### src/rtl/ile_pkg.sv
// Package for the indexed list engine: sizes, operation codes, the per-cell
// command type and the controller state type.
// No dependencies; every other file in rtl/ imports it.
`timescale 1ns / 1ps

package ile_pkg;

  // List size and the widths that follow from it.
  localparam int CAPACITY = 64;
  localparam int IDX_W    = $clog2(CAPACITY);
  localparam int CNT_W    = $clog2(CAPACITY + 1);

  // Fixed field widths of the stream beats.
  localparam int FUNC_W   = 4;
  localparam int POS_W    = 7;
  localparam int DATA_W   = 32;
  localparam int STAT_W   = 2;
  localparam int COUNT_W  = 7;
  localparam int IN_W     = FUNC_W + POS_W + DATA_W;
  localparam int OUT_W    = STAT_W + DATA_W + COUNT_W + 1;
  localparam int IN_BYTES_W  = ((IN_W + 7) / 8) * 8;
  localparam int OUT_BYTES_W = ((OUT_W + 7) / 8) * 8;

  // Width used when comparing a request index against the fill level.
  localparam int CMP_W    = (POS_W > CNT_W) ? POS_W : CNT_W;

  // Request codes.
  typedef enum logic [FUNC_W-1:0] {
    FN_PUSH_FRONT = 4'd0,
    FN_PUSH_BACK  = 4'd1,
    FN_POP_FRONT  = 4'd2,
    FN_POP_BACK   = 4'd3,
    FN_INSERT     = 4'd4,
    FN_ERASE      = 4'd5,
    FN_READ_AT    = 4'd6,
    FN_WRITE_AT   = 4'd7,
    FN_READ_FRONT = 4'd8,
    FN_READ_BACK  = 4'd9,
    FN_CLEAR      = 4'd10
  } func_t;

  // Result status codes.
  typedef enum logic [STAT_W-1:0] {
    STAT_OK    = 2'd0,
    STAT_RANGE = 2'd1,
    STAT_EMPTY = 2'd2,
    STAT_FULL  = 2'd3
  } status_t;

  // What every cell does in one cycle.
  typedef enum logic [2:0] {
    CELL_HOLD,
    CELL_INSERT,
    CELL_ERASE,
    CELL_WRITE,
    CELL_READ
  } cell_op_t;

  // Command broadcast from the controller to the row of cells.
  typedef struct packed {
    cell_op_t           op;
    logic [IDX_W-1:0]   pos;
    logic [DATA_W-1:0]  data;
  } cell_cmd_t;

  // Controller states.
  typedef enum logic {
    ST_IDLE,
    ST_READ
  } state_t;

endpackage

### src/rtl/ile_cell.sv
// One storage cell of the list: holds one element and one stage of the
// read-out chain that carries a read value down toward cell zero.
// Depends on ile_pkg.
`timescale 1ns / 1ps

module ile_cell
  import ile_pkg::*;
(
  input  logic              clk,
  input  cell_cmd_t         cmd,
  input  logic [IDX_W-1:0]  idx,        // fixed place of this cell in the row
  input  logic [DATA_W-1:0] prev_elem,  // element of the cell below
  input  logic [DATA_W-1:0] next_elem,  // element of the cell above
  input  logic [DATA_W-1:0] rd_in,      // read chain from the cell above
  output logic [DATA_W-1:0] elem,
  output logic [DATA_W-1:0] rd_out
);

  logic [DATA_W-1:0] elem_next;
  logic [DATA_W-1:0] rd_next;

  // Element update: shift up on insert, down on erase, load on write.
  always_comb begin
    elem_next = elem;
    case (cmd.op)
      CELL_INSERT: begin
        if (idx > cmd.pos) begin
          elem_next = prev_elem;
        end else if (idx == cmd.pos) begin
          elem_next = cmd.data;
        end
      end
      CELL_ERASE: begin
        if (idx >= cmd.pos) begin
          elem_next = next_elem;
        end
      end
      CELL_WRITE: begin
        if (idx == cmd.pos) begin
          elem_next = cmd.data;
        end
      end
      default: begin
        elem_next = elem;
      end
    endcase
  end

  // Read chain: the addressed cell loads its element, all others load zero;
  // in every other cycle the chain moves one cell down.
  always_comb begin
    if (cmd.op == CELL_READ) begin
      rd_next = (idx == cmd.pos) ? elem : '0;
    end else begin
      rd_next = rd_in;
    end
  end

  always_ff @(posedge clk) begin
    elem   <= elem_next;
    rd_out <= rd_next;
  end

endmodule

### config.mk
export PLATFORM = sky130hd
export DESIGN_NAME = ile_cell
export DESIGN_NICKNAME = d
export VERILOG_FILES = /design/src/rtl/ile_pkg.sv /design/src/rtl/ile_cell.sv
export SDC_FILE = /design/constraint.sdc
export NUM_CORES = 1
export LEC_CHECK = 0
export BUFFER_PORTS_ARGS = -buffer_cell sky130_fd_sc_hd__buf_2
export CAP_MARGIN = 10
export CORE_UTILIZATION = 42
export DETAILED_ROUTE_END_ITERATION = 6
export GPL_ROUTABILITY_DRIVEN = 0
export PLACE_DENSITY_LB_ADDON = 0.08
export SKIP_LAST_GASP = 1
export SYNTH_ARGS = -nofsm -noshare
export SYNTH_HDL_FRONTEND = slang
export SYNTH_SLANG_ARGS = --single-unit
### constraint.sdc
create_clock -name clk -period 5.8 [get_ports clk]
set_clock_uncertainty 0.1 [all_clocks]
set_input_delay 0 -clock clk [delete_from_list [all_inputs] [get_ports clk]]
set_output_delay 0 -clock clk [all_outputs]
set_load 0.03 [all_outputs]
==> results of run 1 <==
-- cells by family after synthesis --
family	Yosys count	share of synthesized area, %
AOI/OAI and AO/OA	104	23.3
and+or+nand+nor	76	9.73
DFF	64	50.2
muxes	32	10.0
buffers and inverters	28	4.35
adders and majority gates	6	2.35
-- per-stage QoR --
stage               worst slack [ns]  hold slack (ns)  std cells  cell area, um^2  utilization [%]
floorplan                       1.79          0.00862        310             3190                -
global placement                3.04           0.0954        597             4290             58.8
detailed placement              2.97           0.0971        597             4290             58.8
==> impl_results.md, run 1 <==
* Status: did not finish
* Stop stage: clock tree synthesis (4_1_cts)
* Error: [ERROR RSZ-0060] Max buffer count reached.
* Register area share after synthesis at roughly half
* Cell row count at 31
* Ys flop type: edfxtp_1
* Die width at ~90 um
* Num Clock Sinks at 64
* Synth Instances at slightly above 300
* Synth cell count leaders: nand2_1, o21ai_0
* H-Tree Level Count at 3
* Post-DP HPWL at roughly 6.4 mm
* Synth Cell Area at 3190 um^2
* IO Pins at about 210
* Top cells by area, synth: edfxtp_1, dfxtp_1, mux2i_1
* Number of flops mapped to enable cells by yosys at 32
* #FFs+latches synth at 64
* Port bufs at ~210
* Syn nets at 460
* Initial Utilization at between 40% and 50%
* Num CTS Buffers at 9
* Post-synth cell types at 27
* Async S/R FF share, synth at 0%
* Hold buffer count at CTS at 125
* Area leader, netlist: edfxtp_1
* Setup bufs post-CTS at 0
* Post-CTS sizing at 0
* Clock tree buffer depth at 2
* Most numerous cell in the Yosys netlist: nand2_1
* Synth top area share at 30.1%
* Syn. warnings at 0
* Avg Inst Size Synth at about 10 um^2
* Clk root buf: clkbuf_8
* Die height at 89.1 um
==> run 2, diff against run 1 <==
Settings changed: CORE_UTILIZATION 42 to 30, PLACE_DENSITY_LB_ADDON 0.08 to 0.15.
==> impl_results.md, run 2 <==
* Syn nets at 460
* Synth Instances at 310
* Share of power burned in registers at between 40% and 50%
* Clk slew on worst S/H paths at about 0.07 ns
* Fin area at 5820 um^2
* Clock tree buffer depth at 2
* Largest net degree at the start of global routing at 65
* Initial antenna violation count at 0
* Wirelength per Cell at ~14 um
* Register area at between 1500 and 2000 um^2
* Min Hold Slack at ~0.25 ns
* Most common cell after layout, fill and taps aside: buf_2
* CP Cell Sequence: dlygate4sd3_1 > buf_2 > nand2b_2 > nor2_4 > a21oi_2 > a21oi_4 > buf_4 > o21ai_0 > dlygate4sd3_1
* Avg Inst Size Synth at about 10 um^2
* Setup_tns at 0 ns
* Fill cells at roughly 940
* Most numerous cell in the Yosys netlist: nand2_1
* Full die area at around 11,000 um^2
* Core area at between 10,000 and 15,000 um^2
* Most common cell on crit path: dlygate4sd3_1
* Clock tree from TritonCTS: built
* Gr ovfl total at 0
* Synth top area share at 30.1%
* NumNets Final at 788
* Post-CTS sizing at 0
* Clk root buf: clkbuf_8
* Met3 Wirelength at around 530 um
* Worst setup path class: in2reg
* Slew Limit Headroom at 31.5%
* Hold buffer count at CTS at between 100 and 150
* Die height at around 110 um
* Cell row count at 37
* Global-route usage over all layers at approximately 21%
* Setup bufs post-CTS at 0
* Element type at the critical path end: flip-flop
* Die width at ~110 um
* Logic pwr share at between 30 and 40%
* Status: complete, no violations
* Post-DP HPWL at 7.06 mm
* RSZ-0062 raised after global routing: no
* CP arrival at about 3.3 ns
* Antenna-violating nets left at 0
* CP top delay family: buffers and inverters
* Final worst path period share at roughly three fifths
* Switching Fraction at between 30% and 40%
* DRC viols at 0
* Leak pwr at ~2.7 nW
* NetSw at slightly above 0.0004 W
* Final Hold Viols at 0
* Slowest cell on crit path: nor2_4
* First-pass GRT wire length at 17.9 mm
* WP buf/inv at 4
* Area of the multi-input gates at approximately 1500 um^2
* Synth cell count leaders: nand2_1, o21ai_0
* Syn. warnings at 0
* Worst setup SP type: primary input
* IO Pins at 208
* Ys flop type: edfxtp_1
* Area leader, netlist: edfxtp_1
* Later-pin clock latency in the skew report at approximately 0.33 ns
* Actual slew at the worst max-slew pin at slightly above 1 ns
* Async S/R FF share, synth at 0%
* Maximum vdd ir drop at about 110 uV
* CP peak stage delay at ~0.70 ns
* # setup viols final at 0
* Number of flops mapped to enable cells by yosys at 32
* Min-Delay Path Class: in2reg
* Synth Cell Area at ~3200 um^2
* Largest regs: elem (32), rd_out (32)
* Min Tclk post-route at between 3 and 4 ns
* Total power draw at around 0.0013 W
* Fin. max-slew vios at 0
* Port bufs at 207
* Ratio of cells with drive above 1 in the final layout at 41.2%
* Routed metal-1 wirelength at roughly 4.5 mm
* Internal power at 0.000928 W
* Pwr dens at 229 nW/um^2
* Worst-path fanout max at 33
* Top cells by area, synth: edfxtp_1, dfxtp_1, mux2i_1
* Vias in the first global route at between 3,000 and 4,000
* Area of placed instances at between 4000 and 5000 um^2
* DR WL met2 at slightly below 6 mm
* Router iterations before antenna repair at 7
* Num CTS Buffers at 9
* Uppermost layer routed: met4
* Post-synth cell types at 27
* H-Tree Level Count at 3
* #FFs+latches synth at 64
* Area Overhead vs Synth at 82.4%
* Initial Utilization at a little under a third
* Initial DRC count at ~160
* Num Clock Sinks at 64
* WL final at 11.2 mm
* ANT cells at 0
* Most frequent cells in the layout: buf_2, dlygate4sd3_1, nand2_1
* Clk network pwr share at ~28%
* Crit path required time at 5.78 ns
* Post-layout util at between 50% and 60%
* Vias per inst at around 4.7
* Vias at 3,646
* Register area share after synthesis at about half
* Max Cap Viol at 0
* Peak Freq at just under 0.3 GHz
-- run 2: cell counts after synthesis --
No cell type changed its count.
-- run 2: final cells by class --
cell class | instances | area share, %
Clock inverter | 6 | 1.03
Multi-Input combinational cell | 218 | 25.5
Inverter | 6 | 0.387
Timing Repair Buffer | 339 | 40.4
Clock buffer | 10 | 2.19
Sequential cell | 64 | 27.5
Tap cell | 136 | 2.93
-- run 2: power by group through the flow --
stage                     registers, W  logic [W]  clock network, W
final                         0.000542   0.000416          0.000375
after global routing          0.000547   0.000450          0.000407
after CTS                     0.000542   0.000415          0.000387
after detailed placement      0.000552   0.000301                 0
after global placement        0.000552   0.000296                 0
after floorplan               0.000622   0.000120                 0
-- run 2: final timing paths --
check	startpoint	cells after the start	to	slack (ns)
max	cmd[40]	9	elem[16]	2.43
min	cmd[38]	3	elem[19]	0.25
max reg2reg	elem[13]	3	elem[13]	4.16
min reg2reg	elem[1]	2	rd_out[1]	0.46
-- run 2: cell families after synthesis --
logic type | after synthesis | synth area share (%)
AO/OA/AOI/OAI | 104 | 23.3
AND/OR/NAND/NOR | 76 | 9.73
flip-flops | 64 | 50.2
multiplexers | 32 | 10.0
adder cells (fa/ha/maj) | 6 | 2.35
buffers and inverters | 28 | 4.35
-- run 2: stage by stage --
step	std cells	setup WS [ns]
2_1_floorplan	310	1.79
3_3_place_gp	634	2.92
5_1_grt	779	2.21
3_5_place_dp	634	2.87
4_1_cts	779	2.37
6_report	779	2.43
-- run 2: routing by layer --
metal  GRT usage [%]  vias up
li1                -     1785
met1            23.0     1691
met2            38.0      144
met3            3.74       26
met4            8.35        0
met5               0        -
-- run 2: worst register-to-register path: stages (launching register included) --
cell	delay (ns)
edfxtp_1	0.43
mux2i_1	0.24
o21ai_2	0.06
dlygate4sd3_1	0.56
(Power assumes the default switching activity.)
==> run 3, diff against run 2 <==
Settings changed: ABC_AREA set to 1.
Clock period 5.8 ns to 2.78 ns, I/O delays scaled along.
==> impl_results.md, run 3 <==
* Status: complete, no violations
* Hold Path End: elem[1]
* Die height at 113 um
* Die width at 113 um
* ANT cells at 0
* NumNets Final at 966
* Slowest cell on crit path: dlygate4sd3_1
* Core area at 12,000 um^2
* Synth Instances at between 500 and 600
* Initial antenna violation count at 0
* Area Overhead vs Synth at 63.0%
* Worst-path fanout max at 32
* Worst hold path depth at 5
* Setup bufs post-CTS at 0
* Area of placed instances at approximately 4800 um^2
* First-pass GRT wire length at around 21 mm
* Min Tclk post-route at between 2 and 2.5 ns
* Ys flop type: edfxtp_1
* Largest regs: elem (32), rd_out (32)
* Worst setup SP type: primary input
* Clk root buf: clkbuf_16
* Syn. warnings at 0
* H-Tree Level Count at 3
* Register area share after synthesis at 43.2%
* Num Clock Sinks at 64
* CP arrival at about 2.6 ns
* Fin area at 6040 um^2
* Most frequent cells in the layout: nand2_1, buf_2, dlygate4sd3_1
* Most numerous cell in the Yosys netlist: nand2_1
* Worst setup path class: in2reg
* Post-DP HPWL at 8.59 mm
* Total power draw at 0.00307 W
* Initial DRC count at between 200 and 250
* Final worst path period share at between 80 and 90%
* Clock tree buffer depth at 2
* Pwr dens at between 500 and 600 nW/um^2
* Peak Freq at between 0.4 and 0.5 GHz
* Cell row count at 40
* Vias in the first global route at 4,463
* Actual slew at the worst max-slew pin at around 0.97 ns
* Element type at the critical path end: flip-flop
* Area leader, netlist: edfxtp_1
* Vias per inst at 4.58
* Top cells by area, synth: edfxtp_1, nand2_1, dfxtp_1
* Syn nets at between 600 and 700
* Worst R2R Path Depth at 4
* Final Hold Viols at 0
* RSZ-0062 raised after global routing: no
* IO Pins at between 200 and 250
* Router iterations before antenna repair at 4
* Most common cell after layout, fill and taps aside: nand2_1
* Most common cell on crit path: nand2_1
* Global-route usage over all layers at roughly a fifth
* Avg Inst Size Synth at slightly above 7 um^2
* Vias at approximately 4,400
* Post-synth cell types at 22
* # setup viols final at 0
* Initial Utilization at a little under a third
* Full die area at around 13,000 um^2
* Antenna-violating nets left at 0
* Min-Delay Path Class: in2reg
* Synth Cell Area at 3700 um^2
* R2R Setup Slk at around 1.7 ns
* WL final at between 10 and 15 mm
* Crit path required time at around 2.9 ns
* Ratio of cells with drive above 1 in the final layout at 29.2%
* Gr ovfl total at 0
* Synth top area share at 25.9%
* DRC viols at 0
* Wirelength per Cell at approximately 14 um
* Worst reg2reg path startpoint: elem[11]
* Setup_tns at 0 ns
* Hold Path Origin: cmd[1]
* #FFs+latches synth at 64
* Num CTS Buffers at 9
* Clock tree from TritonCTS: built
* Maximum vdd ir drop at 239 uV
* R2r endpoint: elem[11]
* Clk slew on worst S/H paths at around 0.050 ns
* CP peak stage delay at roughly 0.56 ns
* CP Cell Sequence: buf_2 > inv_1 > ha_1 > nand2_2 > nor2_8 > buf_4 > nand2_1 > nand3_2 > buf_4 > nand3_1 > nand2_1 > dlygate4sd3_1 > inv_1 > nand2_1
* Fill cells at ~1,200
* Max Cap Viol at 0
* Leak pwr at ~3.2 nW
* Fin. max-slew vios at 0
* Synth cell count leaders: nand2_1, nand3_1, inv_1, dfxtp_1, edfxtp_1
* Largest net degree at the start of global routing at 65
* Port bufs at about 210
* Number of flops mapped to enable cells by yosys at 32
* Slew Limit Headroom at between 30% and 40%
* Async S/R FF share, synth at 0%
* Later-pin clock latency in the skew report at about 0.32 ns
-- run 3: changes by cell type after synthesis, sizes merged, moves of 9 or more --
cell	before	now
a22oi	32	0
buf	7	28
clkbuf	15	6
inv	6	47
mux2i	32	0
nand2	66	237
nand3	1	97
o21ai	65	32
-- run 3: stage by stage --
stage	instances	hold slack [ns]	worst slack, ns	util (%)
CTS	968	0.000120	0.295	50.3
floorplan	525	0.0127	0.460	-
detailed placement	853	0.103	0.00259	39.6
finish	968	0.0136	0.314	50.3
global route	968	0.0328	0.114	50.3
global placement	853	0.100	0.110	39.6
-- run 3: cell type report --
| type | instances | area, um^2 | share of cell area (%) |
|---|---|---|---|
| clock inverters | 3 | 16.3 | 0.269 |
| repair buffers | 314 | 2090 | 34.6 |
| clock buffers | 13 | 270 | 4.48 |
| inverters | 47 | 176 | 2.92 |
| multi-input cells | 380 | 1700 | 28.2 |
| flip-flops and latches | 64 | 1600 | 26.5 |
| well taps | 147 | 184 | 3.05 |
-- run 3: per-layer routing --
metal,global-route usage (%),up-vias,routed length (um)
met5,0,-,0
met4,7.89,0,206
met3,3.96,14,708
met2,37.1,158,6750
met1,24.7,2007,5620
li1,-,2254,-
-- run 3: what timing repair did --
action / in CTS / in global routing
resized for setup: 0 / 0
hold buffers: 99 / 0
endpoints found under the hold margin: 64 / 0
-- run 3: logic make-up (layout without fill, tap and decap cells) --
family,count (synthesis),count (layout),share of synthesized area [%]
and+or+nand+nor,340,340,38.8
adders and majority gates,6,6,2.03
buffers and inverters,81,377,11.0
AOI/OAI and AO/OA,34,34,4.90
DFF,64,64,43.2
-- run 3: where the power goes --
| part | internal, W | switching [W] | total, W | leakage, nW |
|---|---|---|---|---|
| registers | 0.00110 | 0.0000461 | 0.00115 | 0.578 |
| clock network | 0.000672 | 0.000400 | 0.00107 | 0.139 |
| logic | 0.000353 | 0.000495 | 0.000848 | 2.51 |
-- run 3: how the worst max path moves through the flow --
| stage | start | end | slack [ns] | cells after the start |
|---|---|---|---|---|
| 2_1_floorplan | cmd[35] | elem[0] | 0.46 | 10 |
| 3_3_place_gp | cmd[35] | elem[24] | 0.11 | 9 |
| 3_5_place_dp | cmd[35] | elem[22] | 0.003 | 9 |
| 4_1_cts | cmd[37] | elem[27] | 0.30 | 14 |
| 5_1_grt | cmd[37] | elem[27] | 0.11 | 14 |
| 6_report | cmd[37] | elem[22] | 0.31 | 14 |
-- run 3: critical path, delay by kind of cell --
kind	cells	cell delay [ns]
adders and majority gates	1	0.30
buffers and inverters	6	1.36
and+or+nand+nor	7	0.85
