==> src/rtl/ile_pkg.sv <==
// Package for the indexed list engine: sizes, operation codes, the per-cell
// command type and the controller state type.
// No dependencies; every other file in rtl/ imports it.
`timescale 1ns / 1ps

package ile_pkg;

  // List size and the widths that follow from it.
  localparam int CAPACITY = 64;
  localparam int IDX_W    = $clog2(CAPACITY);
  localparam int CNT_W    = $clog2(CAPACITY + 1);

  // Fixed field widths of the stream beats.
  localparam int FUNC_W   = 4;
  localparam int POS_W    = 7;
  localparam int DATA_W   = 32;
  localparam int STAT_W   = 2;
  localparam int COUNT_W  = 7;
  localparam int IN_W     = FUNC_W + POS_W + DATA_W;
  localparam int OUT_W    = STAT_W + DATA_W + COUNT_W + 1;
  localparam int IN_BYTES_W  = ((IN_W + 7) / 8) * 8;
  localparam int OUT_BYTES_W = ((OUT_W + 7) / 8) * 8;

  // Width used when comparing a request index against the fill level.
  localparam int CMP_W    = (POS_W > CNT_W) ? POS_W : CNT_W;

  // Request codes.
  typedef enum logic [FUNC_W-1:0] {
    FN_PUSH_FRONT = 4'd0,
    FN_PUSH_BACK  = 4'd1,
    FN_POP_FRONT  = 4'd2,
    FN_POP_BACK   = 4'd3,
    FN_INSERT     = 4'd4,
    FN_ERASE      = 4'd5,
    FN_READ_AT    = 4'd6,
    FN_WRITE_AT   = 4'd7,
    FN_READ_FRONT = 4'd8,
    FN_READ_BACK  = 4'd9,
    FN_CLEAR      = 4'd10
  } func_t;

  // Result status codes.
  typedef enum logic [STAT_W-1:0] {
    STAT_OK    = 2'd0,
    STAT_RANGE = 2'd1,
    STAT_EMPTY = 2'd2,
    STAT_FULL  = 2'd3
  } status_t;

  // What every cell does in one cycle.
  typedef enum logic [2:0] {
    CELL_HOLD,
    CELL_INSERT,
    CELL_ERASE,
    CELL_WRITE,
    CELL_READ
  } cell_op_t;

  // Command broadcast from the controller to the row of cells.
  typedef struct packed {
    cell_op_t           op;
    logic [IDX_W-1:0]   pos;
    logic [DATA_W-1:0]  data;
  } cell_cmd_t;

  // Controller states.
  typedef enum logic {
    ST_IDLE,
    ST_READ
  } state_t;

endpackage

==> src/rtl/ile_ctrl.sv <==
// Controller of the indexed list engine: decodes request beats, keeps the
// fill level, drives the cell row and holds the result register.
// Depends on ile_pkg.
`timescale 1ns / 1ps

module ile_ctrl
  import ile_pkg::*;
(
  input  logic                clk,
  input  logic                rst,
  // Request side
  input  logic                s_tvalid,
  output logic                s_tready,
  input  logic [FUNC_W-1:0]   func,
  input  logic [POS_W-1:0]    position,
  input  logic [DATA_W-1:0]   data_in,
  // Result side
  output logic                m_tvalid,
  input  logic                m_tready,
  output logic [STAT_W-1:0]   status,
  output logic [DATA_W-1:0]   read_value,
  output logic [COUNT_W-1:0]  count,
  output logic                is_empty,
  // Cell row
  output cell_cmd_t           cmd,
  input  logic [DATA_W-1:0]   rd0
);

  state_t             state;
  state_t             state_next;
  logic [CNT_W-1:0]   fill;
  logic [IDX_W-1:0]   rd_cnt;
  logic               accept;
  logic               read_done;

  // Decoded request
  status_t            dec_status;
  logic [CNT_W-1:0]   dec_fill;
  cell_cmd_t          dec_cmd;
  logic               dec_read;
  logic [CMP_W-1:0]   pos_x;
  logic [CMP_W-1:0]   fill_x;
  logic               full;
  logic               empty;

  assign pos_x  = CMP_W'(position);
  assign fill_x = CMP_W'(fill);
  assign full   = (fill == CNT_W'(CAPACITY));
  assign empty  = (fill == '0);

  // Request decode against the current fill level.
  always_comb begin
    dec_status   = STAT_OK;
    dec_fill     = fill;
    dec_read     = 1'b0;
    dec_cmd.op   = CELL_HOLD;
    dec_cmd.pos  = '0;
    dec_cmd.data = data_in;
    unique case (func_t'(func))
      FN_PUSH_FRONT: begin
        if (full) begin
          dec_status = STAT_FULL;
        end else begin
          dec_cmd.op = CELL_INSERT;
          dec_fill   = fill + 1'b1;
        end
      end
      FN_PUSH_BACK: begin
        if (full) begin
          dec_status = STAT_FULL;
        end else begin
          dec_cmd.op  = CELL_WRITE;
          dec_cmd.pos = IDX_W'(fill);
          dec_fill    = fill + 1'b1;
        end
      end
      FN_POP_FRONT: begin
        if (!empty) begin
          dec_cmd.op = CELL_ERASE;
          dec_fill   = fill - 1'b1;
        end
      end
      FN_POP_BACK: begin
        if (!empty) begin
          dec_fill = fill - 1'b1;
        end
      end
      FN_INSERT: begin
        if (pos_x > fill_x) begin
          dec_status = STAT_RANGE;
        end else if (full) begin
          dec_status = STAT_FULL;
        end else begin
          dec_cmd.op  = CELL_INSERT;
          dec_cmd.pos = IDX_W'(position);
          dec_fill    = fill + 1'b1;
        end
      end
      FN_ERASE: begin
        if (pos_x >= fill_x) begin
          dec_status = STAT_RANGE;
        end else begin
          dec_cmd.op  = CELL_ERASE;
          dec_cmd.pos = IDX_W'(position);
          dec_fill    = fill - 1'b1;
        end
      end
      FN_READ_AT: begin
        if (pos_x >= fill_x) begin
          dec_status = STAT_RANGE;
        end else begin
          dec_cmd.op  = CELL_READ;
          dec_cmd.pos = IDX_W'(position);
          dec_read    = 1'b1;
        end
      end
      FN_WRITE_AT: begin
        if (pos_x >= fill_x) begin
          dec_status = STAT_RANGE;
        end else begin
          dec_cmd.op  = CELL_WRITE;
          dec_cmd.pos = IDX_W'(position);
        end
      end
      FN_READ_FRONT: begin
        if (empty) begin
          dec_status = STAT_EMPTY;
        end else begin
          dec_cmd.op = CELL_READ;
          dec_read   = 1'b1;
        end
      end
      FN_READ_BACK: begin
        if (empty) begin
          dec_status = STAT_EMPTY;
        end else begin
          dec_cmd.op  = CELL_READ;
          dec_cmd.pos = IDX_W'(fill - 1'b1);
          dec_read    = 1'b1;
        end
      end
      FN_CLEAR: begin
        dec_fill = '0;
      end
      default: begin
        dec_fill = fill;
      end
    endcase
  end

  // Next state.
  always_comb begin
    state_next = state;
    unique case (state)
      ST_IDLE: begin
        if (accept && dec_read) begin
          state_next = ST_READ;
        end
      end
      ST_READ: begin
        if (rd_cnt == '0) begin
          state_next = ST_IDLE;
        end
      end
      default: begin
        state_next = ST_IDLE;
      end
    endcase
  end

  // State outputs: take a beat only when idle and the result slot frees up.
  always_comb begin
    s_tready  = 1'b0;
    read_done = 1'b0;
    unique case (state)
      ST_IDLE: begin
        s_tready = !m_tvalid || m_tready;
      end
      ST_READ: begin
        read_done = (rd_cnt == '0);
      end
      default: begin
        s_tready = 1'b0;
      end
    endcase
  end

  assign accept = s_tvalid && s_tready;

  // Cells only act on the cycle a beat is accepted.
  always_comb begin
    cmd = dec_cmd;
    if (!accept) begin
      cmd.op = CELL_HOLD;
    end
  end

  // Control registers.
  always_ff @(posedge clk) begin
    if (rst) begin
      state    <= ST_IDLE;
      fill     <= '0;
      m_tvalid <= 1'b0;
    end else begin
      state <= state_next;
      if (accept) begin
        fill <= dec_fill;
      end
      if ((accept && !dec_read) || read_done) begin
        m_tvalid <= 1'b1;
      end else if (m_tready) begin
        m_tvalid <= 1'b0;
      end
    end
  end

  // Read countdown: the value reaches cell zero after pos shifts.
  always_ff @(posedge clk) begin
    if (accept) begin
      rd_cnt <= dec_cmd.pos;
    end else if (state == ST_READ && rd_cnt != '0) begin
      rd_cnt <= rd_cnt - 1'b1;
    end
  end

  // Result payload.
  always_ff @(posedge clk) begin
    if (accept && !dec_read) begin
      status     <= dec_status;
      read_value <= '0;
      count      <= COUNT_W'(dec_fill);
      is_empty   <= (dec_fill == '0);
    end else if (read_done) begin
      status     <= STAT_OK;
      read_value <= rd0;
      count      <= COUNT_W'(fill);
      is_empty   <= (fill == '0);
    end
  end

endmodule

==> config.mk <==
export PLATFORM = sky130hd
export DESIGN_NAME = ile_ctrl
export DESIGN_NICKNAME = d
export VERILOG_FILES = /design/src/rtl/ile_pkg.sv /design/src/rtl/ile_ctrl.sv
export SDC_FILE = /design/constraint.sdc
export NUM_CORES = 1
export LEC_CHECK = 0
export BUFFER_PORTS_ARGS = -buffer_cell sky130_fd_sc_hd__buf_4
export CORE_MARGIN = 2
export CORE_UTILIZATION = 42
export DETAILED_ROUTE_END_ITERATION = 8
export PLACE_DENSITY = 0.76
export SLEW_MARGIN = 30
export SYNTH_ARGS = -nofsm -noshare
export SYNTH_HDL_FRONTEND = slang
export SYNTH_SLANG_ARGS = --single-unit
export TNS_END_PERCENT = 30
==> constraint.sdc <==
create_clock -name clk -period 2.95 [get_ports clk]
set_clock_uncertainty 0.2 [all_clocks]
set_input_delay 0.1475 -clock clk [delete_from_list [all_inputs] [get_ports clk]]
set_output_delay 0.1475 -clock clk [all_outputs]
set_load 0.01 [all_outputs]
==> results.yml, run 1 <==
final_layout:
  area_growth_pct: 41.2
  drive_above_1_share: 0.319
  multiInputGateArea_um2: 1820
  n_fill_cell: 655
  num-nets-final: 638
  seqCellArea_um2: 1300
  fin_area_um2: 4850
  diodes: 0
logic_synthesis:
  ys_seq_elements: 57
  synth_edf_count: 16
  avgSynthCellArea_um2: 8.13
  async_flop_share: 0
  seq_area_frac_synth: 0.379
  synth_top_area_frac: 0.239
  netlist-cell-type-count: 59
  synth_fp_nets: 513
  syn-cell-area_um2: 3430
  yosysWarnings: 0
  yosys.area.top_type: "dfxtp_1"
  ys.flop_type: "dfxtp_1"
  yosys-top-cells-area: "dfxtp_1 (24%), edfxtp_1 (14%), nand2_1 (9.6%)"
  syn_inst: 422
power:
  vdd_drop_max_mv: 0.203
  p_seq_frac: 0.424
  leakage_nw: 2.03
  pwr-share-clk: 0.317
  swShare: 0.295
  p_sw_w: 0.000601
  combPwrFrac: 0.260
  internal_power_w: 0.00144
  power.density_nw_per_um2: 421
floorplan:
  io_pins: 164
  core_region_area_um2: 7810
  die_area_um2: 8910
  die_w_um: 94.4
  start_util: 0.439
  rows: 32
  die_h_um: 94.4
worst_hold_path:
  whs_path_depth: 0
  hp-class: "in2out"
  min_from: "data_in[24]"
global_routing:
  grt.overflow.total: 0
  antenna_found_initial: 0
  grt_pass1_vias: 3302
  grt_start_max_net_pins: 34
  grt_pass1_wl_mm: 15.7
  grt_util_all_layers: 0.225
sta:
  period_minus_slack_ns: 2.85
  finalCritPeriodShare: 0.965
  drv_slew: 0
  fmax_mhz: 351
  setup-violations-final: 0
  setup_ws_ns: 0.103
  worstMarginPinSlew_ns: 0.532
  rsz0062_at_grt: "false"
  max_slew_margin: 0.644
  final_hold_viol_count: 0
  finalSetupTns_ns: 0
worst_setup_path:
  crit_path_frequent_cell: "buf_4"
  worstPathArrival_ns: 2.50
  r2r_cells: 10
  crit_slowest_cell: "a221o_1"
  reg2reg_from: "fill[4]$_SDFFE_PP0P_"
  critPathLaunchType: "flip-flop"
  worstPathCellList: "inv_1, ha_4, nand2_1, o21ai_2, a21o_1, buf_4, o22a_1, nor2_4, a221o_1, buf_4"
  cpPeakStageDelay_ns: 0.38
  setup.worst_path.start: "fill[6]$_SDFFE_PP0P_"
  worstPathMaxFanout: 6
  critical_path.top_delay_family: "compound AO/OA/AOI/OAI gates"
  cp-end-kind: "output port"
  critical_path_class: "reg2out"
  crit_required_ns: 2.60
  path_depth: 10
  critPathBufInv: 3
drt:
  dr.first_iter.drc_count: 186
  wl_mm: 10.3
  drc: 0
  drtAntennaViolNets: 0
  vias: 3518
  routed_via_density: 5.38
  wire_per_inst_um: 15.7
  drtPass1Iterations: 5
placed_design:
  dpl.hpwl_mm: 7.28
  gp_congestion: 1.02
  pre_cts_ws_ns: 0.119
  placedInstanceArea_um2: 4220
  io_buffers: 99
clocking:
  cts_tree: "yes"
  cts.clk_slew.worst_paths_ns: 0.07
  clkLatencyLatePin_ns: 0.33
  cts-htree-levels: 3
  cts_made_buffers: 9
  clk_path_buf_depth: 2
  clockRootBuffer: "clkbuf_8"
  clock_sinks: 57
run:
  drv_cap: 0
status:
  outcome: "finished, final reports clean"
==> repair_timing <==
item | in CTS | in global routing
hold endpoints to repair | 41 | 0
hold buffers | 34 | 0
pin swaps | 0 | 5
setup buffers | 1 | 3
endpoints found under the setup margin | 6 | 14
resized for setup | 5 | 10
==> logic make-up (layout without fill, tap and decap cells) <==
family                   after synthesis  in the layout  share of synthesized area
buffers and inverters                 67            197                      0.114
AND/OR/NAND/NOR                      169            169                      0.230
XOR/XNOR                               5              5                     0.0128
flip-flops                            57             57                      0.379
multiplexers                           7              7                     0.0237
adder cells (fa/ha/maj)               12             12                     0.0438
AO/OA/AOI/OAI                        105            105                      0.197
==> worst paths after layout <==
path | slack (ns) | endpoint
max | 0.10 | cmd[34]
min | 0.1 | cmd[24]
max reg2reg | 0.14 | count[1]$_DFFE_PP_
min reg2reg | 0.26 | read_value[26]$_SDFFE_PN0P_
==> per-stage QoR <==
step / utilization / std cells / hold slack, ns / total power (W)
floorplan: - / 422 / 0.0166 / 0.00117
global placement: 0.540 / 600 / 0.0951 / 0.00134
detailed placement: 0.540 / 600 / 0.0951 / 0.00134
CTS: 0.611 / 651 / 0.0804 / 0.00204
global route: 0.621 / 654 / 0.0890 / 0.00214
finish: 0.621 / 654 / 0.0950 / 0.00204
==> final cells by class <==
| type | count | area share |
|---|---|---|
| multi-input combinational | 298 | 0.376 |
| timing repair buffer | 167 | 0.281 |
| sequential | 57 | 0.269 |
| clock buffer | 10 | 0.0284 |
| tap | 102 | 0.0263 |
| inverter | 14 | 0.0108 |
| clock inverter | 6 | 0.00852 |
==> routing by layer <==
metal	global-route usage	share of wire	wire length (um)
met1	0.262	0.39	3980
met3	0.0431	0.075	770
met4	0.117	0.045	467
met2	0.393	0.49	5060
met5	0	0	0
==> registers in the layout, indices dropped and copies added (netlist names) <==
register    cells
count           7
status          2
state           1
is_empty        1
read_value     32
rd_cnt          6
m_tvalid        1
fill            7
==> cells in the final DEF (no fill, tap or decap), types with 5 or more instances in the layout <==
cell type,netlist,routed
a221o_1,5,5
nand2_1,88,88
a21oi_1,51,48
edfxtp_1,16,16
o21ai_0,5,5
a31oi_1,9,9
nor2_1,23,22
o211ai_1,6,6
inv_1,14,14
buf_4,33,131
nand2b_1,5,5
nor3_1,14,14
dlygate4sd3_1,0,34
ha_1,12,10
dfxtp_1,41,41
nor2b_1,7,7
nand3_1,11,9
clkbuf_8,0,10
==> synthesized netlist by cell type (3+ instances only) <==
cell type  instances
a21oi_1           51
a221o_1            5
a31oi_1            9
and2_1             4
buf_2              6
buf_4             33
clkbuf_1          13
dfxtp_1           41
edfxtp_1          16
ha_1              12
inv_1             14
mux2_2             4
nand2_1           88
nand2b_1           5
nand3_1           11
nor2_1            23
nor2b_1            7
nor3_1            14
o211ai_1           6
o21ai_0            5
o21ai_1            6
xnor2_1            3
==> power by group through the flow <==
stage | Combinational, W | Clock [W] | Sequential, W
after floorplan | 0.000282 | 0 | 0.000891
after global placement | 0.000457 | 0 | 0.000881
after detailed placement | 0.000459 | 0 | 0.000882
after CTS | 0.000504 | 0.000666 | 0.000865
after global routing | 0.000571 | 0.000703 | 0.000868
final | 0.000530 | 0.000647 | 0.000864
No activity file was read; power rests on OpenSTA's default activity.
==> inputs of run 2 (changes only) <==
CORE_MARGIN = not set   (was 2)
==> run 2 against run 1 <==
  * Combinational power rose by 3%
  * Sequential cell count is the same
  * Cell area grew 2.1%
  * Cell count rose by 0.15%
  * Critical path type unchanged
  * Largest cell class unchanged
==> results.yml, run 2 (synthesis results as in run 1) <==
status:
  outcome: "finished, final reports clean"
floorplan:
  die_h_um: 92.4
  io_pins: 164
  die_w_um: 92.4
  core_region_area_um2: 7810
  rows: 32
  die_area_um2: 8530
  start_util: 0.439
final_layout:
  layout_commonest_cell: "buf_4"
  final_cell_mix: "buf_4 (131), nand2_1 (87), a21oi_1 (48)"
  largest_reg_flops: 32
  largest_register: "read_value"
  area_growth_pct: 44.2
  fin_area_um2: 4950
  reg_top3: "read_value x32, count x7, fill x7"
  diodes: 0
  utilization: 0.633
  num-nets-final: 639
  drive_above_1_share: 0.327
worst_setup_path:
  rrSetupSlack_ns: 0.11
  r2r_end: "is_empty$_DFFE_PP_"
  reg2reg_from: "fill[6]$_SDFFE_PP0P_"
  cpPeakStageDelay_ns: 0.38
  critPathLaunchType: "flip-flop"
  cp-end-kind: "output port"
  r2r_cells: 11
  crit_slowest_cell: "a221o_1"
  worstPathMaxFanout: 6
  critical_path.top_delay_family: "compound AO/OA/AOI/OAI gates"
  critical_path_class: "reg2out"
  worstPathCellList: "inv_2, ha_4, and4_4, a21boi_4, o21a_1, o22a_1, nor2_4, a221o_1, buf_4"
  crit_required_ns: 2.60
  critPathBufInv: 2
  worstPathArrival_ns: 2.50
clocking:
  clkLatencyLatePin_ns: 0.32
  cts_made_buffers: 9
  clockRootBuffer: "clkbuf_8"
  cts-htree-levels: 3
  cts.clk_slew.worst_paths_ns: 0.06
  cts_tree: "yes"
  clock_sinks: 57
  clk_path_buf_depth: 2
global_routing:
  grt.overflow.total: 0
  grt_start_max_net_pins: 34
  grt_util_all_layers: 0.256
  grt_use_met3: 0.0558
  grt_pass1_wl_mm: 17.2
  grt_use_met1: 0.280
  grt_pass1_vias: 3567
  met2_usage: 0.444
  busiest_layer: "met2"
  antenna_found_initial: 0
drt:
  wl_mm: 10.8
  routed_via_density: 5.49
  drc: 0
  drtPass1Iterations: 5
  drtAntennaViolNets: 0
  wire_per_inst_um: 16.6
  vias: 3599
  dr.first_iter.drc_count: 175
placed_design:
  io_buffers: 99
  dpl.hpwl_mm: 7.35
  placedInstanceArea_um2: 4230
  gp_congestion: 0.985
  pre_cts_ws_ns: 0.0795
sta:
  finalCritPeriodShare: 0.964
  final_hold_viol_count: 0
  drv_slew: 0
  fmax_mhz: 352
  max_slew_margin: 0.643
  setup_ws_ns: 0.106
  finalSetupTns_ns: 0
  worstMarginPinSlew_ns: 0.534
  setup-violations-final: 0
  period_minus_slack_ns: 2.84
power:
  p_sw_w: 0.000593
  internal_power_w: 0.00163
  leakage_nw: 2.07
  swShare: 0.267
  combPwrFrac: 0.246
  pwr-share-clk: 0.365
  p_total_w: 0.00222
  power.density_nw_per_um2: 450
  vdd_drop_max_mv: 0.205
  p_seq_frac: 0.389
worst_hold_path:
  min_from: "data_in[21]"
  whs_path_depth: 0
  hp-class: "in2out"
  holdPathEnd: "cmd[21]"
run:
  drv_cap: 0
==> run 2: stage by stage <==
step           hold slack (ns)  std cells
6_report                0.0950        655
2_1_floorplan           0.0166        422
5_1_grt                 0.0950        655
3_3_place_gp            0.0951        600
3_5_place_dp            0.0951        600
4_1_cts                 0.0797        652
==> run 2: layout make-up <==
cell class,count,area (um2)
inverter,14,52.6
clock buffer,13,191
sequential,57,1300
fill,637,2860
timing repair buffer,168,1380
clock inverter,3,41.3
tap,102,128
multi-input combinational,298,1850
==> run 2: timing repair <==
action / in CTS / in global routing
endpoints found under the hold margin: 41 / 0
resized for setup: 4 / 16
hold buffers: 34 / 0
endpoints found under the setup margin: 6 / 13
pin swaps: 0 / 7
setup buffers: 2 / 3
==> run 2: worst max-delay path by stage <==
| stage | from | end | slack (ns) | depth (start not counted) |
|---|---|---|---|---|
| global route | fill[1]$_SDFFE_PP0P_ | cmd[35] | -0.02 | 9 |
| detailed placement | fill[6]$_SDFFE_PP0P_ | is_empty$_DFFE_PP_ | 0.08 | 10 |
| floorplan | fill[3]$_SDFFE_PP0P_ | is_empty$_DFFE_PP_ | 0.02 | 13 |
| global placement | fill[6]$_SDFFE_PP0P_ | is_empty$_DFFE_PP_ | 0.03 | 10 |
| CTS | fill[6]$_SDFFE_PP0P_ | cmd[35] | 0.02 | 9 |
| finish | fill[6]$_SDFFE_PP0P_ | cmd[36] | 0.11 | 9 |
==> run 2: power groups by stage <==
stage               registers (W)  clock network [W]  logic [W]
floorplan                0.000891                  0   0.000282
global placement         0.000881                  0   0.000468
detailed placement       0.000882                  0   0.000469
CTS                      0.000865           0.000835   0.000514
global route             0.000869           0.000866   0.000589
finish                   0.000865           0.000812   0.000547
==> run 2: metal layers <==
metal / wire length (um) / share of wire
met1: 4120 / 0.38
met2: 5430 / 0.50
met3: 737 / 0.068
met4: 558 / 0.051
met5: 0 / 0
==> inputs of run 3 (changes only) <==
==> constraint.sdc (replaced) <==
create_clock -name clk -period 2.95 [get_ports clk]
set_clock_uncertainty 0.2 [all_clocks]
set_input_delay 0.59 -clock clk [delete_from_list [all_inputs] [get_ports clk]]
set_output_delay 0.59 -clock clk [all_outputs]
set_load 0.01 [all_outputs]
==> run 3 against run 2 <==
  * The run now ends with setup timing left
  * Cell area shrank 3.2%
  * Sequential share of layout area grew 1.1 points
  * Non-clock buffer count shrank 11
  * Via count shrank 2.9%
  * Core utilization shrank 2.1 points
  * Fmax shrank 9.4%
  * Worst hold slack gained 0.16 ns
  * Critical path depth is the same
  * Clock power shrank 12%
  * Power shrank 4.3%
  * Register-to-register slack lost 0.09 ns
  * Critical path type unchanged
  * Critical endpoint is now cmd[37]
  * Largest cell class unchanged
==> results.yml, run 3 (synthesis results as in run 1) <==
worst_setup_path:
  critPathLaunchType: "flip-flop"
  cp-end-kind: "output port"
  critical_path_class: "reg2out"
  cpPeakStageDelay_ns: 0.35
  worstPathArrival_ns: 2.35
  worstPathCellList: "inv_4, ha_4, and4_4, a21boi_4, o21a_1, o22a_1, nor2_4, a221o_1, buf_6"
  worstPathMaxFanout: 6
  crit_required_ns: 2.16
  crit_slowest_cell: "dfxtp_2"
final_layout:
  final_cell_mix: "buf_4 (152), nand2_1 (88), a21oi_1 (48)"
  largest_register: "read_value"
  utilization: 0.613
  layout_commonest_cell: "buf_4"
  fin_area_um2: 4790
  multiInputGateArea_um2: 1890
  diodes: 0
  seqCellArea_um2: 1310
  area_growth_pct: 39.5
  n_fill_cell: 674
  num-nets-final: 628
  drive_above_1_share: 0.402
  reg_top3: "read_value x32, count x7, fill x7"
  largest_reg_flops: 32
power:
  leakage_nw: 2.02
  p_sw_w: 0.000632
  combPwrFrac: 0.255
  p_seq_frac: 0.408
  internal_power_w: 0.00150
  power.density_nw_per_um2: 445
  vdd_drop_max_mv: 0.204
  swShare: 0.297
  pwr-share-clk: 0.337
drt:
  drtPass1Iterations: 5
  drc: 0
  routed_via_density: 5.43
  vias: 3496
  drtAntennaViolNets: 0
  wire_per_inst_um: 15.6
  dr.first_iter.drc_count: 203
  wl_mm: 10.0
clocking:
  cts_tree: "yes"
  cts_made_buffers: 9
  clock_sinks: 57
  cts-htree-levels: 3
  clkLatencyLatePin_ns: 0.33
  clk_path_buf_depth: 2
  cts.clk_slew.worst_paths_ns: 0.08
  clockRootBuffer: "clkbuf_8"
  cts_hold_buf: 0
sta:
  setup-violations-final: 9
  setup_ws_ns: -0.188
  rsz0062_at_grt: "true"
  worstMarginPinSlew_ns: 0.576
  drv_slew: 0
  finalSetupTns_ns: -1.06
  finalCritPeriodShare: 1.06
  final_hold_viol_count: 0
  fmax_mhz: 319
  period_minus_slack_ns: 3.14
  max_slew_margin: 0.614
status:
  outcome: "finished, violations left"
  violations: "setup timing"
worst_hold_path:
  hp-class: "reg2reg"
global_routing:
  grt_pass1_wl_mm: 15.7
  grt.overflow.total: 0
  grt_util_all_layers: 0.233
  antenna_found_initial: 0
  grt_start_max_net_pins: 35
  grt_pass1_vias: 3381
floorplan:
  start_util: 0.439
  die_area_um2: 8530
  io_pins: 164
  core_region_area_um2: 7810
  rows: 32
  die_w_um: 92.4
  die_h_um: 92.4
placed_design:
  io_buffers: 99
  placedInstanceArea_um2: 4370
  dpl.hpwl_mm: 7.46
  gp_congestion: 0.975
run:
  drv_cap: 0
[run 3: cell count changes in the layout (fill, tap and decap cells not counted), sizes merged]
cell,delta
buf,+23
bufinv,-1
clkbuf,-2
clkinvlp,+1
dlygate4sd3,-34
inv,+2
[run 3: metrics by stage]
step / cells / hold slack, ns / worst slack (ns) / total power (W)
after floorplan: 422 / 0.281 / 0.0139 / 0.00118
after global placement: 619 / 0.243 / -0.179 / 0.00136
after detailed placement: 619 / 0.249 / -0.237 / 0.00137
after CTS: 642 / 0.259 / -0.122 / 0.00212
after global routing: 644 / 0.272 / -0.277 / 0.00224
final: 644 / 0.257 / -0.188 / 0.00213
[run 3: area by class of cell]
type | instances | area share
multi-input combinational | 298 | 0.394
sequential | 57 | 0.274
timing repair buffer | 157 | 0.252
tap | 102 | 0.0267
inverter | 14 | 0.0120
clock buffer | 11 | 0.0340
clock inverter | 5 | 0.00706
[run 3: worst paths after layout]
kind,start,endpoint,slack (ns),depth (start not counted)
setup / recovery,fill[4]$_SDFFE_PP0P_,cmd[37],-0.19,9
hold / removal,read_value[22]$_SDFFE_PN0P_,read_value[22]$_SDFFE_PN0P_,0.26,2
setup reg to reg,fill[3]$_SDFFE_PP0P_,is_empty$_DFFE_PP_,0.02,15
hold reg to reg,read_value[22]$_SDFFE_PN0P_,read_value[22]$_SDFFE_PN0P_,0.26,2
[run 3: layer usage]
| layer | share of wire | vias up | track usage |
|---|---|---|---|
| li1 | - | 1676 | - |
| met1 | 0.40 | 1605 | 0.260 |
| met2 | 0.49 | 173 | 0.404 |
| met3 | 0.068 | 42 | 0.0567 |
| met4 | 0.038 | 0 | 0.133 |
| met5 | 0 | - | 0 |
[run 3: power by group through the flow]
| stage | Combinational [W] | Clock [W] | Sequential (W) |
|---|---|---|---|
| floorplan | 0.000290 | 0 | 0.000891 |
| global placement | 0.000479 | 0 | 0.000882 |
| detailed placement | 0.000485 | 0 | 0.000883 |
| CTS | 0.000524 | 0.000733 | 0.000868 |
| global route | 0.000588 | 0.000778 | 0.000872 |
| finish | 0.000544 | 0.000717 | 0.000868 |
[run 3: what timing repair did]
item	in CTS	in global routing
endpoints found under the setup margin	9	11
buffers inserted	7	2
gates resized for setup	29	6
pin swaps	8	2
[run 3: critical path, delay by kind of cell, from the launching register on]
kind                     cells  cell delay [ns]
buffers and inverters        2             0.20
AND/OR/NAND/NOR              2             0.31
flip-flops                   1             0.35
AO/OA/AOI/OAI                4             0.90
adder cells (fa/ha/maj)      1             0.26
